`src/design/atdl_pkg.sv`:
```
package atdl_pkg;

   localparam int CORDIC_STEPS = 18;
   localparam int NUM_W        = 40;
   localparam int QLOW_W       = 21;
   localparam int ARG_W        = 22;
   localparam int CSR_IDX_W    = 3;
   localparam int CSR_DATA_W   = 18;

   localparam logic [19:0] ANGLE_TAB [CORDIC_STEPS] = '{
      20'd262144, 20'd154753, 20'd81767, 20'd41506, 20'd20834, 20'd10427,
      20'd5215,   20'd2608,   20'd1304,  20'd652,   20'd326,   20'd163,
      20'd81,     20'd41,     20'd20,    20'd10,    20'd5,     20'd3
   };

   localparam logic [22:0] DEG_PER_RAD_Q16     = 23'd3754936;
   localparam logic [18:0] RAD_PER_DEG_Q24     = 19'd292818;
   localparam logic [19:0] CORDIC_INV_GAIN_Q16 = 20'd39797;
   localparam logic [27:0] KD_RECIP            = 28'd214958286;
   localparam logic [14:0] KD_MAX              = 15'd18432;

   localparam logic [CSR_IDX_W-1:0] CSR_SLACK_WIDTH    = 3'd0;
   localparam logic [CSR_IDX_W-1:0] CSR_LEG_ORIGIN     = 3'd1;
   localparam logic [CSR_IDX_W-1:0] CSR_ARC_MIDPOINT   = 3'd2;
   localparam logic [CSR_IDX_W-1:0] CSR_PITCH_BIAS     = 3'd3;
   localparam logic [CSR_IDX_W-1:0] CSR_TORQUE_FLOOR   = 3'd4;
   localparam logic [CSR_IDX_W-1:0] CSR_TORQUE_CEILING = 3'd5;

   typedef struct packed {
      logic signed [ARG_W-1:0] pos_arg;
      logic signed [ARG_W-1:0] hip_arg;
      logic [9:0]              pot;
   } side_type;

endpackage

```
`src/design/atdl_cos.sv`:
```
module atdl_cos import atdl_pkg::*; (
   input  logic                 clock,
   input  logic                 reset,
   input  logic                 en,
   input  logic                 in_valid,
   input  logic [QLOW_W-1:0]    in_quot,
   input  logic                 in_neg,
   input  logic [9:0]           in_pot,
   output logic                 out_valid,
   output logic signed [20:0]   out_cos,
   output logic [9:0]           out_pot
);

   localparam int L = CORDIC_STEPS;

   logic                valid_ff [L+1];
   logic signed [19:0]  x_ff     [L+1];
   logic signed [19:0]  y_ff     [L+1];
   logic signed [21:0]  z_ff     [L+1];
   logic                fold_ff  [L+1];
   logic [9:0]          pot_ff   [L+1];

   logic [QLOW_W-1:0] u;
   logic [QLOW_W-1:0] r;
   logic [QLOW_W-1:0] r_in;
   logic              fold_in;

   always_comb begin
      u       = in_neg ? QLOW_W'(-in_quot) : in_quot;
      r       = u[QLOW_W-1] ? QLOW_W'(-u) : u;
      fold_in = r > 21'd524288;
      r_in    = fold_in ? 21'(21'd1048576 - r) : r;
   end

   always_ff @(posedge clock) begin
      if (reset) begin
         valid_ff[0] <= 1'b0;
      end else if (en) begin
         valid_ff[0] <= in_valid;
      end
      if (en) begin
         x_ff[0]    <= $signed(CORDIC_INV_GAIN_Q16);
         y_ff[0]    <= '0;
         z_ff[0]    <= $signed({1'b0, r_in});
         fold_ff[0] <= fold_in;
         pot_ff[0]  <= in_pot;
      end
   end

   for (genvar k = 1; k <= L; k++) begin : g_iter
      logic signed [19:0] x_in;
      logic signed [19:0] y_in;
      logic signed [21:0] z_in;
      logic signed [21:0] ang;

      assign ang = $signed({2'b00, ANGLE_TAB[k-1]});

      always_comb begin
         if (z_ff[k-1] >= 22'sd0) begin
            x_in = x_ff[k-1] - (y_ff[k-1] >>> (k-1));
            y_in = y_ff[k-1] + (x_ff[k-1] >>> (k-1));
            z_in = z_ff[k-1] - ang;
         end else begin
            x_in = x_ff[k-1] + (y_ff[k-1] >>> (k-1));
            y_in = y_ff[k-1] - (x_ff[k-1] >>> (k-1));
            z_in = z_ff[k-1] + ang;
         end
      end

      always_ff @(posedge clock) begin
         if (reset) begin
            valid_ff[k] <= 1'b0;
         end else if (en) begin
            valid_ff[k] <= valid_ff[k-1];
         end
         if (en) begin
            x_ff[k]    <= x_in;
            y_ff[k]    <= y_in;
            z_ff[k]    <= z_in;
            fold_ff[k] <= fold_ff[k-1];
            pot_ff[k]  <= pot_ff[k-1];
         end
      end
   end

   assign out_valid = valid_ff[L];
   assign out_cos   = fold_ff[L] ? -21'(x_ff[L]) : 21'(x_ff[L]);
   assign out_pot   = pot_ff[L];

endmodule

```
`config.mk`:
```
export PLATFORM = sky130hd
export DESIGN_NAME = atdl_cos
export DESIGN_NICKNAME = d
export VERILOG_FILES = /design/src/design/atdl_pkg.sv /design/src/design/atdl_cos.sv
export SDC_FILE = /design/constraint.sdc
export NUM_CORES = 2
export LEC_CHECK = 0
export BUFFER_PORTS_ARGS = -buffer_cell sky130_fd_sc_hd__buf_2
export CORE_ASPECT_RATIO = 1.4
export CORE_MARGIN = 5
export CORE_UTILIZATION = 50
export DETAILED_ROUTE_END_ITERATION = 8
export HOLD_SLACK_MARGIN = 0.03
export PLACE_DENSITY = 0.65
export SYNTH_ARGS = -nofsm -noshare
export SYNTH_HDL_FRONTEND = slang
export SYNTH_SLANG_ARGS = --single-unit
```
`constraint.sdc`:
```
create_clock -name clock -period 10.8 [get_ports clock]
set_input_delay 2.16 -clock clock [delete_from_list [all_inputs] [get_ports clock]]
set_output_delay 2.16 -clock clock [all_outputs]
set_load 0.005 [all_outputs]
```
## Word-level counts from Yosys, hierarchy flattened

Memory sizes are Yosys's and may differ from the RTL's.
Index checks and enable logic that the tools add are counted.
W data, S select, Z words.

| operators by class | value |
|---|---|
| muxes and demuxes | 83 |
| add/sub/neg operators | 111 |
| order comparisons | 19 |
| bitwise logic cells | 19 |

Operator list:

| cell | number |
|---|---|
| $mux W20 | 36 |
| $ge A22 B1 Y1 const B | 18 |
| $mux W22 | 18 |
| $mux W21 | 4 |
| $neg A21 Y21 | 2 |
| $add A20 B10 Y20 | 2 |
| $add A20 B11 Y20 | 2 |
| $add A20 B12 Y20 | 2 |
| $add A20 B13 Y20 | 2 |
| $add A20 B14 Y20 | 2 |
| $add A20 B15 Y20 | 2 |
| $add A20 B16 Y20 | 2 |
| $add A20 B17 Y20 | 2 |
| $add A20 B18 Y20 | 2 |
| $add A20 B19 Y20 | 2 |
| $add A20 B3 Y20 | 2 |
| $add A20 B4 Y20 | 2 |
| $add A20 B5 Y20 | 2 |
| $add A20 B6 Y20 | 2 |
| $add A20 B7 Y20 | 2 |
| $add A20 B8 Y20 | 2 |
| $add A20 B9 Y20 | 2 |
| $sub A20 B10 Y20 | 2 |
| $sub A20 B11 Y20 | 2 |
| 58 further kinds | 116 |

| word-level totals | value |
|---|---|
| memory bits (writable) | 1,406 |
| output and inout bits | 32 |
| memories kept | 6 |
| word-level logic and storage cells | 238 |
| input bits | 36 |
| register bits | 0 |

Memories:

| memory | depth | bits a word | rd ports | clocked after memory_dff | write ports | line | source |
|---|---|---|---|---|---|---|---|
| z_ff | 19 | 22 | 18 | 0 | 19 | atdl_cos.sv:19 | `logic signed [21:0] z_ff [L+1];` |
| x_ff | 19 | 20 | 19 | 0 | 19 | atdl_cos.sv:17 | `logic signed [19:0] x_ff [L+1];` |
| y_ff | 19 | 20 | 18 | 0 | 19 | atdl_cos.sv:18 | `logic signed [19:0] y_ff [L+1];` |
| pot_ff | 19 | 10 | 19 | 0 | 19 | atdl_cos.sv:21 | `logic [9:0] pot_ff [L+1];` |
| fold_ff | 19 | 1 | 19 | 0 | 19 | atdl_cos.sv:20 | `logic fold_ff [L+1];` |
| valid_ff | 19 | 1 | 19 | 0 | 19 | atdl_cos.sv:16 | `logic valid_ff [L+1];` |

## Depth between registers and ports, before layout

| logic depth | value |
|---|---|
| word-level depth | 6 |
| depth in mapped cells | 22 |
| gate-level depth less buffers | 21 |

## Worst setup path before layout

No wires, ideal clock.

| timing | value |
|---|---|
| path kind | input-to-reg |
| from | input port in_quot[0] |
| to | memory z_ff[0][2], data pin |
| stages on the path | 16 |
| setup time | 0.268 ns |
| required time | 10.532 ns |
| arrival time | 5.616 ns |
| setup slack | 4.915 ns |
| path buffers | 3 |
| path through | buf_6 -> inv_1 -> ha_1 -> or3b_1 -> buf_2 -> nor4_2 -> mux2i_1 -> or2_1 -> clkbuf_1 -> o21ai_0 -> o32a_1 -> a311oi_4 -> a41o_2 -> nand2_4 -> o311ai_2 -> xor2_1 |

RTL lines:

| item | line | source |
|---|---|---|
| start, declared | atdl_cos.sv:6 | `input logic [QLOW_W-1:0] in_quot,` |
| end, declared | atdl_cos.sv:19 |  |

==> impl_metrics.env <==
export IMPL_slew_viol_final=0
export IMPL_cts_sinks=1207
export IMPL_h_tree_depth=4
export IMPL_hold_depth=0
export IMPL_holdPathEnd="pot_ff[2][0]"
export IMPL_initial_core_util_pct=50.3
export IMPL_dpl_cell_area_sq_um=88600
export IMPL_status="complete, no violations"
export IMPL_finalCritPeriodShare_pct=61.9
export IMPL_tns_ns=0
export IMPL_drc=0
export IMPL_io_buffer_count=67
export IMPL_timing_rr_end="x_ff[11][18]"
export IMPL_fp_dieW_um=359
export IMPL_layout_min_cycle_time_ns=6.69
export IMPL_layout_setup_ws_ns=4.11
export IMPL_end_kind="flip-flop"
export IMPL_cts_root_buf="clkbuf_16"
export IMPL_synth_edf_count=1207
export IMPL_num_rows=179
export IMPL_layout_commonest_cell="edfxtp_1"
export IMPL_routed_via_density=5.74
export IMPL_drt_wl_total_um=194000
export IMPL_clock_latency_ns=0.79
export IMPL_syn_avg_cell_area_sq_um=10.2
export IMPL_cp_required_ns=11.33
export IMPL_synth_seq_cells=1207
export IMPL_worstHoldStart="pot_ff[1][0]"
export IMPL_syn_cell_area_sq_um=85400
export IMPL_post_cts_buffers=0
export IMPL_yosys_warnings=0
export IMPL_cp_start_kind="input port"
export IMPL_area_growth_syn_to_layout_pct=8.79
export IMPL_slew_headroom_pct=28.3
export IMPL_ys_types=99
export IMPL_drt_initial_drc_count=3187
export IMPL_reg2reg_from="z_ff[10][21]"
export IMPL_coreArea_sq_um=170000
export IMPL_die_h_um=499
export IMPL_diodes=0
export IMPL_max_stage_delay_ns=0.62
export IMPL_grt_pass1_wl_um=312000
export IMPL_synth_ff_type="edfxtp_1"
export IMPL_hp_class="flip-flop to flip-flop"
export IMPL_overflow=0
export IMPL_ys_seq_area_share_pct=42.4
export IMPL_cts_inserted_buffers=131
export IMPL_grt_usage_pct=21.1
export IMPL_clk_pin_slew_ns=0.06
export IMPL_crit_path_max_fanout=16
export IMPL_grt_max_degree=186
export IMPL_synth_top_area_cell="edfxtp_1"
export IMPL_cts_buffer_depth=3
export IMPL_async_flop_share_pct=0
export IMPL_ios=68
export IMPL_path_class="input port to flip-flop"
export IMPL_postCtsHoldBufs=0
export IMPL_yosysTopAreaCellShare_pct=42.4
export IMPL_netlist_instances=8334
export IMPL_fin_area_sq_um=92900
export IMPL_r2r_cells=21
export IMPL_nNetsFinal=9516
export IMPL_drive_gt1_share_pct=4.67
export IMPL_reg2reg_slack_ns=4.88
export IMPL_vias=62200
export IMPL_gp_congestion=0.889
export IMPL_dieArea_sq_um=179000
export IMPL_cts_resized=0
export IMPL_cts_tree="done"
export IMPL_critPathArrivalTime_ns=7.21
export IMPL_drtPass1Iterations=6
export IMPL_antenna_found_initial=1
export IMPL_register_area_sq_um=36200
export IMPL_drv_cap=0
export IMPL_crit_chain="buf_2 > inv_1 > ha_1 > or3b_1 > nor4_2 > mux2i_1 > or2_1 > o21ai_0 > o32a_1 > a311oi_4 > a41o_2 > nand2_4 > o311ai_2 > xor2_1"
export IMPL_tightestPinTransition_ns=1.08
export IMPL_final_cell_mix="1207 x edfxtp_1, 958 x ha_1, 691 x nor2_1"
export IMPL_place_ws_ns=3.31
export IMPL_grt_pass1_vias=62300
export IMPL_dp_hpwl_um=152000
export IMPL_fillers=14700
export IMPL_multi_input_area_sq_um=47100
export IMPL_max_freq_ghz=0.149
export IMPL_finalSetupViolCount=0
export IMPL_avgRoutedWirePerCell_um=17.9
export IMPL_ys_top_cells_by_area="edfxtp_1 42%, ha_1 14%, xnor2_1 7.0%"
export IMPL_drtAntennaViolNets=0
export IMPL_hold_violations=0
export IMPL_finClkSkew_ns=0.0414
export IMPL_rsz0062_at_grt="no"
export IMPL_cp_slowest_cell="or2_1"
[layout make-up]
class | instances | share of cell area [%]
Tap cell | 2262 | 3.05
Timing Repair Buffer | 105 | 0.746
Clock buffer | 152 | 3.61
Clock inverter | 84 | 1.08
Multi-Input combinational cell | 6566 | 50.6
Sequential cell | 1207 | 39.0
Inverter | 468 | 1.89
[Yosys cell counts, types with 145 or more instances]
| library cell | number |
|---|---|
| a21oi_1 | 631 |
| xor2_1 | 284 |
| a21o_1 | 145 |
| nand3_1 | 204 |
| edfxtp_1 | 1207 |
| nor2_1 | 696 |
| nor3_1 | 344 |
| o21ai_0 | 440 |
| ha_1 | 958 |
| xnor2_1 | 679 |
| inv_1 | 464 |
| nand2_1 | 549 |
[critical path: cells and delay by family]
family                   cells  cell delay, ns
AO/OA/AOI/OAI                5            1.80
XOR/XNOR                     1            0.10
adder cells (fa/ha/maj)      1            0.40
buffers and inverters        2            0.29
multiplexers                 1            0.61
AND/OR/NAND/NOR              4            1.84
[cells by family after synthesis]
family          synth area share (%)
other cells                  0.00879
simple gates                    14.7
fa+ha+maj                       15.0
flops                           42.4
compound gates                  14.8
xor+xnor                        9.94
mux                            0.625
buf+inv                         2.53
[state kept, by name, summed over array words and instances (netlist names)]
| signal | count |
|---|---|
| z_ff | 374 |
| x_ff | 320 |
| y_ff | 285 |
| pot_ff | 190 |
| fold_ff | 19 |
| valid_ff | 19 |
[layer usage]
| metal | part of all wire, % | GRT usage, % | up-vias | routed length [um] |
|---|---|---|---|---|
| met5 | 0 | 0 | - | 0 |
| met4 | 6.0 | 11.8 | 0 | 11600 |
| met3 | 2.5 | 2.35 | 484 | 4840 |
| met2 | 55 | 42.4 | 1073 | 107000 |
| met1 | 37 | 20.8 | 29400 | 71000 |
| li1 | - | - | 31300 | - |
[how the worst max path moves through the flow]
stage                          start         end
after floorplan           in_quot[0]  z_ff[0][2]
after global placement    in_quot[0]  z_ff[0][2]
after detailed placement  in_quot[0]  z_ff[0][2]
after CTS                 in_quot[0]  z_ff[0][2]
after global routing      in_quot[0]  z_ff[0][2]
final                     in_quot[0]  z_ff[0][2]
[through the flow]
stage / cells / utilization [%] / hold slack (ns)
2_1_floorplan: 8336 / - / 0.400
3_3_place_gp: 10600 / 52.1 / 0.400
3_5_place_dp: 10600 / 52.1 / 0.405
4_1_cts: 10800 / 54.7 / 0.400
5_1_grt: 10800 / 54.7 / 0.415
6_report: 10800 / 54.7 / 0.414
Power is not shown: default switching activity piles up to over one toggle a cycle in this logic, so the estimate is an artifact.
