### src/design/atdl_pkg.sv
package atdl_pkg;

   localparam int CORDIC_STEPS = 18;
   localparam int NUM_W        = 40;
   localparam int QLOW_W       = 21;
   localparam int ARG_W        = 22;
   localparam int CSR_IDX_W    = 3;
   localparam int CSR_DATA_W   = 18;

   localparam logic [19:0] ANGLE_TAB [CORDIC_STEPS] = '{
      20'd262144, 20'd154753, 20'd81767, 20'd41506, 20'd20834, 20'd10427,
      20'd5215,   20'd2608,   20'd1304,  20'd652,   20'd326,   20'd163,
      20'd81,     20'd41,     20'd20,    20'd10,    20'd5,     20'd3
   };

   localparam logic [22:0] DEG_PER_RAD_Q16     = 23'd3754936;
   localparam logic [18:0] RAD_PER_DEG_Q24     = 19'd292818;
   localparam logic [19:0] CORDIC_INV_GAIN_Q16 = 20'd39797;
   localparam logic [27:0] KD_RECIP            = 28'd214958286;
   localparam logic [14:0] KD_MAX              = 15'd18432;

   localparam logic [CSR_IDX_W-1:0] CSR_SLACK_WIDTH    = 3'd0;
   localparam logic [CSR_IDX_W-1:0] CSR_LEG_ORIGIN     = 3'd1;
   localparam logic [CSR_IDX_W-1:0] CSR_ARC_MIDPOINT   = 3'd2;
   localparam logic [CSR_IDX_W-1:0] CSR_PITCH_BIAS     = 3'd3;
   localparam logic [CSR_IDX_W-1:0] CSR_TORQUE_FLOOR   = 3'd4;
   localparam logic [CSR_IDX_W-1:0] CSR_TORQUE_CEILING = 3'd5;

   typedef struct packed {
      logic signed [ARG_W-1:0] pos_arg;
      logic signed [ARG_W-1:0] hip_arg;
      logic [9:0]              pot;
   } side_type;

endpackage

### src/design/atdl_atan.sv
module atdl_atan import atdl_pkg::*; (
   input  logic                    clock,
   input  logic                    en,
   input  logic signed [ARG_W-1:0] in_arg,
   output logic signed [ARG_W-1:0] out_angle
);

   localparam int L = CORDIC_STEPS;

   logic signed [31:0]      x_ff    [L+1];
   logic signed [31:0]      y_ff    [L+1];
   logic signed [ARG_W-1:0] z_ff    [L+1];
   logic                    neg_ff  [L+1];
   logic                    zero_ff [L+1];

   logic [ARG_W-1:0] mag;

   assign mag = in_arg[ARG_W-1] ? ARG_W'(-in_arg) : ARG_W'(in_arg);

   always_ff @(posedge clock) begin
      if (en) begin
         x_ff[0]    <= 32'sd65536;
         y_ff[0]    <= $signed(32'(mag) << 8);
         z_ff[0]    <= '0;
         neg_ff[0]  <= in_arg[ARG_W-1];
         zero_ff[0] <= (mag == '0);
      end
   end

   for (genvar k = 1; k <= L; k++) begin : g_iter
      logic signed [31:0]      x_in;
      logic signed [31:0]      y_in;
      logic signed [ARG_W-1:0] z_in;
      logic signed [ARG_W-1:0] ang;

      assign ang = $signed({2'b00, ANGLE_TAB[k-1]});

      always_comb begin
         if (y_ff[k-1] > 32'sd0) begin
            x_in = x_ff[k-1] + (y_ff[k-1] >>> (k-1));
            y_in = y_ff[k-1] - (x_ff[k-1] >>> (k-1));
            z_in = z_ff[k-1] + ang;
         end else begin
            x_in = x_ff[k-1] - (y_ff[k-1] >>> (k-1));
            y_in = y_ff[k-1] + (x_ff[k-1] >>> (k-1));
            z_in = z_ff[k-1] - ang;
         end
      end

      always_ff @(posedge clock) begin
         if (en) begin
            x_ff[k]    <= x_in;
            y_ff[k]    <= y_in;
            z_ff[k]    <= z_in;
            neg_ff[k]  <= neg_ff[k-1];
            zero_ff[k] <= zero_ff[k-1];
         end
      end
   end

   assign out_angle = zero_ff[L] ? '0 : (neg_ff[L] ? -z_ff[L] : z_ff[L]);

endmodule

### config.mk
export PLATFORM = sky130hd
export DESIGN_NAME = atdl_atan
export DESIGN_NICKNAME = d
export VERILOG_FILES = /design/src/design/atdl_pkg.sv /design/src/design/atdl_atan.sv
export SDC_FILE = /design/constraint.sdc
export NUM_CORES = 2
export LEC_CHECK = 0
export BUFFER_PORTS_ARGS = -buffer_cell sky130_fd_sc_hd__buf_2
export CORE_MARGIN = 10
export CORE_UTILIZATION = 63
export DETAILED_ROUTE_END_ITERATION = 12
export PLACE_DENSITY = 0.79
export SLEW_MARGIN = 20
export SYNTH_ARGS = -nofsm -noshare
export SYNTH_HDL_FRONTEND = slang
export SYNTH_SLANG_ARGS = --single-unit
### constraint.sdc
create_clock -name clock -period 7.2 [get_ports clock]
set_input_delay 1.08 -clock clock [delete_from_list [all_inputs] [get_ports clock]]
set_output_delay 1.08 -clock clock [all_outputs]
set_load 0.02 [all_outputs]
# ---- After elaboration in Yosys (flattened, before gate mapping)
# Memory sizes are Yosys's and may differ from the RTL's.
# Index checks and enable logic that the tools add are counted.
dict set report totals {
  register_bits 0
  in_bits 24
  ram_bits 1672
  mem_count 5
  wordCells 192
  out_inout_bits 22
}
dict set report op_classes {
  mux 59
  order_cmp 18
  addsub 109
  n_reduce_logical 1
}
# name depth word_bits rd rd_ports_with_merged_regs wr line_no
set memory_table {}
lappend memory_table {x_ff 19 32 18 0 19 atdl_atan.sv:10} ;# logic signed [31:0] x_ff [L+1];
lappend memory_table {y_ff 19 32 18 0 19 atdl_atan.sv:11} ;# logic signed [31:0] y_ff [L+1];
lappend memory_table {z_ff 19 22 19 0 19 atdl_atan.sv:12} ;# logic signed [ARG_W-1:0] z_ff [L+1];
lappend memory_table {neg_ff 19 1 19 0 19 atdl_atan.sv:13} ;# logic neg_ff [L+1];
lappend memory_table {zero_ff 19 1 19 0 19 atdl_atan.sv:14} ;# logic zero_ff [L+1];
# operator count
set ops {}
lappend ops {{2-to-1 mux 32 bit} 36}
lappend ops {{greater-than comparator 32 x 1 -> 1 bit (second input constant)} 18}
lappend ops {{2-to-1 mux 22 bit} 21}
lappend ops {{adder 32 x 15 -> 32 bit} 2}
lappend ops {{adder 32 x 16 -> 32 bit} 2}
lappend ops {{adder 32 x 17 -> 32 bit} 2}
lappend ops {{adder 32 x 18 -> 32 bit} 2}
lappend ops {{adder 32 x 19 -> 32 bit} 2}
lappend ops {{adder 32 x 20 -> 32 bit} 2}
lappend ops {{adder 32 x 21 -> 32 bit} 2}
lappend ops {{adder 32 x 22 -> 32 bit} 2}
lappend ops {{adder 32 x 23 -> 32 bit} 2}
lappend ops {{adder 32 x 24 -> 32 bit} 2}
lappend ops {{adder 32 x 25 -> 32 bit} 2}
lappend ops {{adder 32 x 26 -> 32 bit} 2}
lappend ops {{adder 32 x 27 -> 32 bit} 2}
lappend ops {{adder 32 x 28 -> 32 bit} 2}
lappend ops {{adder 32 x 29 -> 32 bit} 2}
lappend ops {{adder 32 x 30 -> 32 bit} 2}
lappend ops {{adder 32 x 31 -> 32 bit} 2}
lappend ops {{subtractor 32 x 15 -> 32 bit} 2}
lappend ops {{subtractor 32 x 16 -> 32 bit} 2}
lappend ops {{subtractor 32 x 17 -> 32 bit} 2}
lappend ops {{subtractor 32 x 18 -> 32 bit} 2}
lappend ops {{54 further kinds} 70}

# ---- Logic depth before layout (Yosys ltp)
# An unclocked memory read counts as a cell.
dict set report logic_depth {
  depth_word 4
  depth_mapped 26
}

# ---- Worst setup path before layout
# Ideal clock, no wire load.
dict set report synth_timing {
  path_kind {register to register}
  start {memory y_ff[7][11]}
  end {memory y_ff[8][30], data pin}
  path_buffers 1
  path_stages_with_launch 23
  arrival_ps 5937
  period_less_slack_ps 6194
  setup_slack_ps 1006
  cell_sequence {edfxtp_1 > or4_1 > nor4_4 > nand3b_1 > nor4_2 > and2b_1 > a31oi_2 > inv_2 > clkbuf_1 > nor2_1 > xor2_1 > ha_1 > nor2b_1 > o31a_1 > or4b_1 > a41o_1 > a311oi_1 > nor3_1 > o21ai_0 > a21oi_1 > a2111o_1 > a21oi_1 > xnor2_1}
}
# item line_no
set synth_lines {}
lappend synth_lines {{start: declaration} atdl_atan.sv:11}

==> results.cfg <==
[critical_path]
worst_setup_path_start_kind = flop
critPathMaxFanout = 27
cp_data_arrival_time_ns = 7.28
cpLargestDelayFamily = simple AND/OR/NAND/NOR gates
critPathSlowestCell = sky130_fd_sc_hd__or4b_1
worst_setup_path_endpoint = z_ff[13][20]
rr_endpoint = z_ff[13][20]
cp.required_ns = 7.76
regToRegStartpoint = y_ff[12][12]
timing.critical_path.buf_inv = 3
critical_path_depth = 22
max_stage_delay_ns = 0.58
reg2reg_slack_ns = 0.49
timing_worst_setup_path_type = flop to flop
crit_path_end_kind = flop
path_cells = inv_1, ha_1, or3b_2, or4b_1, or3_1, nor2_1, and4_1, nor2_2, inv_1, buf_4, ha_1, nor2b_1, o21ai_0, a21boi_0, o21ai_0, a21oi_1, o2111ai_1, nand3_1, o41a_1, a41o_1, o41a_1, xor2_1
critical_path_source = y_ff[12][12]
reg2regPathDepth = 22

[detailed_routing]
drt_wl_total_um = 306000
drc = 0
drt-vias-per-instance = 6.40
post_drt_wl_per_cell_um = 21.6
routed-via-count = 91000
drt_iter0_drc = 9028
drtAntennaViolNets = 0
drt_first_pass_iters = 9

[grt]
largest_net_degree_at_the_start_of_global_routing = 172
antenna_found_initial = 9
use_met3_pct = 4.36
grt.met1_usage_pct = 42.0
grtUsageTotal_pct = 30.0
grt_first_pass_wirelength_um = 481000
groute.layer.met2.usage_pct = 48.5
top_usage_layer = met2
grt.overflow.total = 0
grt_pass1_vias = 87000

[clock_tree]
postCtsSetupRepairBufs = 0
clkLatencyLatePin_ns = 0.85
cts.path.max_buffers = 3
tritoncts_clock_tree = built
cts_inserted_buffers = 159
path_clk_slew_ns = 0.06
tritoncts_num_sinks = 1393
root_buffer = sky130_fd_sc_hd__clkbuf_16
cts-htree-levels = 4

[floorplanning]
die_area_mm2 = 0.197
rows = 155
floorplan.die.height_um = 444
die_width_um = 444
initial_utilization_pct = 63.4
core-area_mm2 = 0.178
boundaryPins = 46

[synth]
yosys_warnings = 0
synth_flop_cell = sky130_fd_sc_hd__edfxtp_1
synth_edf_count = 1393
synth.net_count = 12900
synth.lib_cells_used.distinct = 93
ys_ff_latch = 1393
synth-seq-area-share_pct = 37.0
postSynthCellCount = 11600
async_flop_share_pct = 0
synthesis.area_mm2 = 0.113
post_synth.cell_area_avg_um2 = 9.75

[sta]
post-route-period-util_pct = 93.3
slew_viol_final = 0
worst_margin_slew_ns = 1.11
report.final.setup_viol = 0
hold_viol = 0
worst_clock_skew_ns = 0.0441
totalNegativeSetupSlack_ns = 0
upper_clock_frequency_limit_ghz = 0.149
worst_slew_margin_rel_pct = 25.5
post-route-min-period_ns = 6.71
rsz0062_at_grt = no

[outcome]
status = completed

[layout]
drive_gt1_share_pct = 4.71
flow.area_growth_from_synthesis_pct = 7.68
final_nets = 13000
n_fill_cell = 13800

[job]
maxCapViolations = 0

[placed_design]
hpwl_um = 242000
io_buffer_count = 45
finalWeightedCongestion = 0.996

[hold_path]
hold_path.class = flop to flop
==> stage by stage <==
| stage | instances | area (µm²) | utilization, % | hold WS (ns) | setup slack (ns) |
|---|---|---|---|---|---|
| 2_1_floorplan | 11600 | 113000 | - | 0.400 | 1.01 |
| 3_3_place_gp | 13900 | 117000 | 65.3 | 0.401 | 0.560 |
| 3_5_place_dp | 13900 | 117000 | 65.3 | 0.405 | 0.398 |
| 4_1_cts | 14200 | 122000 | 68.2 | 0.381 | 0.362 |
| 5_1_grt | 14200 | 122000 | 68.2 | 0.391 | 0.000505 |
| 6_report | 14200 | 122000 | 68.2 | 0.415 | 0.486 |
==> layer usage <==
metal,vias up,share of wire [%]
met5,-,0.0042
met4,2,2.8
met3,565,7.8
met2,3353,45
met1,43700,44
li1,43400,-
==> worst min path at each step <==
stage / startpoint / to / slack [ns] / depth (start not counted)
5_1_grt: in_arg[0] / y_ff[0][8] / 0.39 / 1
3_5_place_dp: z_ff[8][1] / z_ff[9][1] / 0.40 / 0
3_3_place_gp: zero_ff[8] / zero_ff[9] / 0.40 / 0
2_1_floorplan: neg_ff[9] / neg_ff[10] / 0.40 / 0
6_report: zero_ff[7] / zero_ff[8] / 0.41 / 0
4_1_cts: in_arg[0] / y_ff[0][8] / 0.38 / 1
==> cell usage after synthesis, types with 63 or more instances <==
master	count	share of area [%]
sky130_fd_sc_hd__edfxtp_1	1393	37
sky130_fd_sc_hd__ha_1	1246	14
sky130_fd_sc_hd__xnor2_1	1215	9.4
sky130_fd_sc_hd__a21oi_1	1003	4.4
sky130_fd_sc_hd__nor2_1	935	3.1
sky130_fd_sc_hd__o21ai_0	686	3.0
sky130_fd_sc_hd__nand2_1	638	2.1
sky130_fd_sc_hd__xor2_1	557	4.3
sky130_fd_sc_hd__inv_1	482	1.6
sky130_fd_sc_hd__a21o_1	421	2.8
sky130_fd_sc_hd__nor3_1	309	1.4
sky130_fd_sc_hd__o21a_1	213	1.4
sky130_fd_sc_hd__nand3_1	206	0.91
sky130_fd_sc_hd__nand2b_1	197	1.1
sky130_fd_sc_hd__nor2b_1	170	0.94
sky130_fd_sc_hd__o31ai_1	167	1.1
sky130_fd_sc_hd__o21bai_1	160	1.1
sky130_fd_sc_hd__clkbuf_1	138	0.46
sky130_fd_sc_hd__or3_1	113	0.63
sky130_fd_sc_hd__nor4_1	110	0.61
sky130_fd_sc_hd__and3_1	108	0.60
sky130_fd_sc_hd__a31oi_1	94	0.52
sky130_fd_sc_hd__a211oi_1	79	0.52
sky130_fd_sc_hd__o41ai_1	79	0.61
sky130_fd_sc_hd__or4_1	68	0.45
sky130_fd_sc_hd__nand4_1	63	0.35
==> registers in the layout (all words and copies together), names as in the netlist <==
register,flops
neg_ff,19
x_ff,472
y_ff,542
z_ff,341
zero_ff,19
==> layout make-up <==
class                      instances  area (µm²)  area share (%)
sequential                      1393       41800            34.4
tap                             2355        2950            2.42
timing repair buffer             141        1050           0.861
clock buffer                     180        4100            3.37
clock inverter                   112        1110           0.913
inverter                         489        1840            1.51
multi-input combinational       9547       68900            56.6
antenna                            1        2.50         0.00206
==> cell families (layout without fill, tap and decap cells) <==
logic type / count (synthesis) / after routing / synth area share [%]
AOI/OAI and AO/OA: 3315 / 3315 / 18.7
and+or+nand+nor: 3151 / 3151 / 13.8
xor gates and xnor gates: 1772 / 1772 / 13.7
DFF: 1393 / 1393 / 37.0
adders and majority gates: 1285 / 1285 / 14.5
buffers and inverters: 654 / 922 / 2.19
muxes: 24 / 24 / 0.231
other: 0 / 1 / 0
==> cell usage in the layout, fill, tap and decap left out, types with 68 or more instances in the layout <==
cell type,count
sky130_fd_sc_hd__o21a_1,213
sky130_fd_sc_hd__or4_1,68
sky130_fd_sc_hd__o31ai_1,166
sky130_fd_sc_hd__and3_1,108
sky130_fd_sc_hd__edfxtp_1,1393
sky130_fd_sc_hd__nand2b_1,197
sky130_fd_sc_hd__nand2_1,638
sky130_fd_sc_hd__a21o_1,421
sky130_fd_sc_hd__nor2_1,928
sky130_fd_sc_hd__xor2_1,557
sky130_fd_sc_hd__buf_4,89
sky130_fd_sc_hd__nor3_1,307
sky130_fd_sc_hd__xnor2_1,1215
sky130_fd_sc_hd__ha_1,1246
sky130_fd_sc_hd__or3_1,113
sky130_fd_sc_hd__o41ai_1,79
sky130_fd_sc_hd__nor2b_1,169
sky130_fd_sc_hd__clkbuf_16,161
sky130_fd_sc_hd__inv_1,482
sky130_fd_sc_hd__o21bai_1,159
sky130_fd_sc_hd__nand3_1,206
sky130_fd_sc_hd__a211oi_1,78
sky130_fd_sc_hd__a21oi_1,1000
sky130_fd_sc_hd__a31oi_1,91
sky130_fd_sc_hd__nor4_1,110
sky130_fd_sc_hd__o21ai_0,686
==> timing repair <==
item / CTS / global route
gates resized for setup: 0 / 8
endpoints found under the setup margin: 0 / 6
hold buffers: 0 / 0
Power is not shown: default switching activity piles up to over one toggle a cycle in this logic, so the estimate is an artifact.
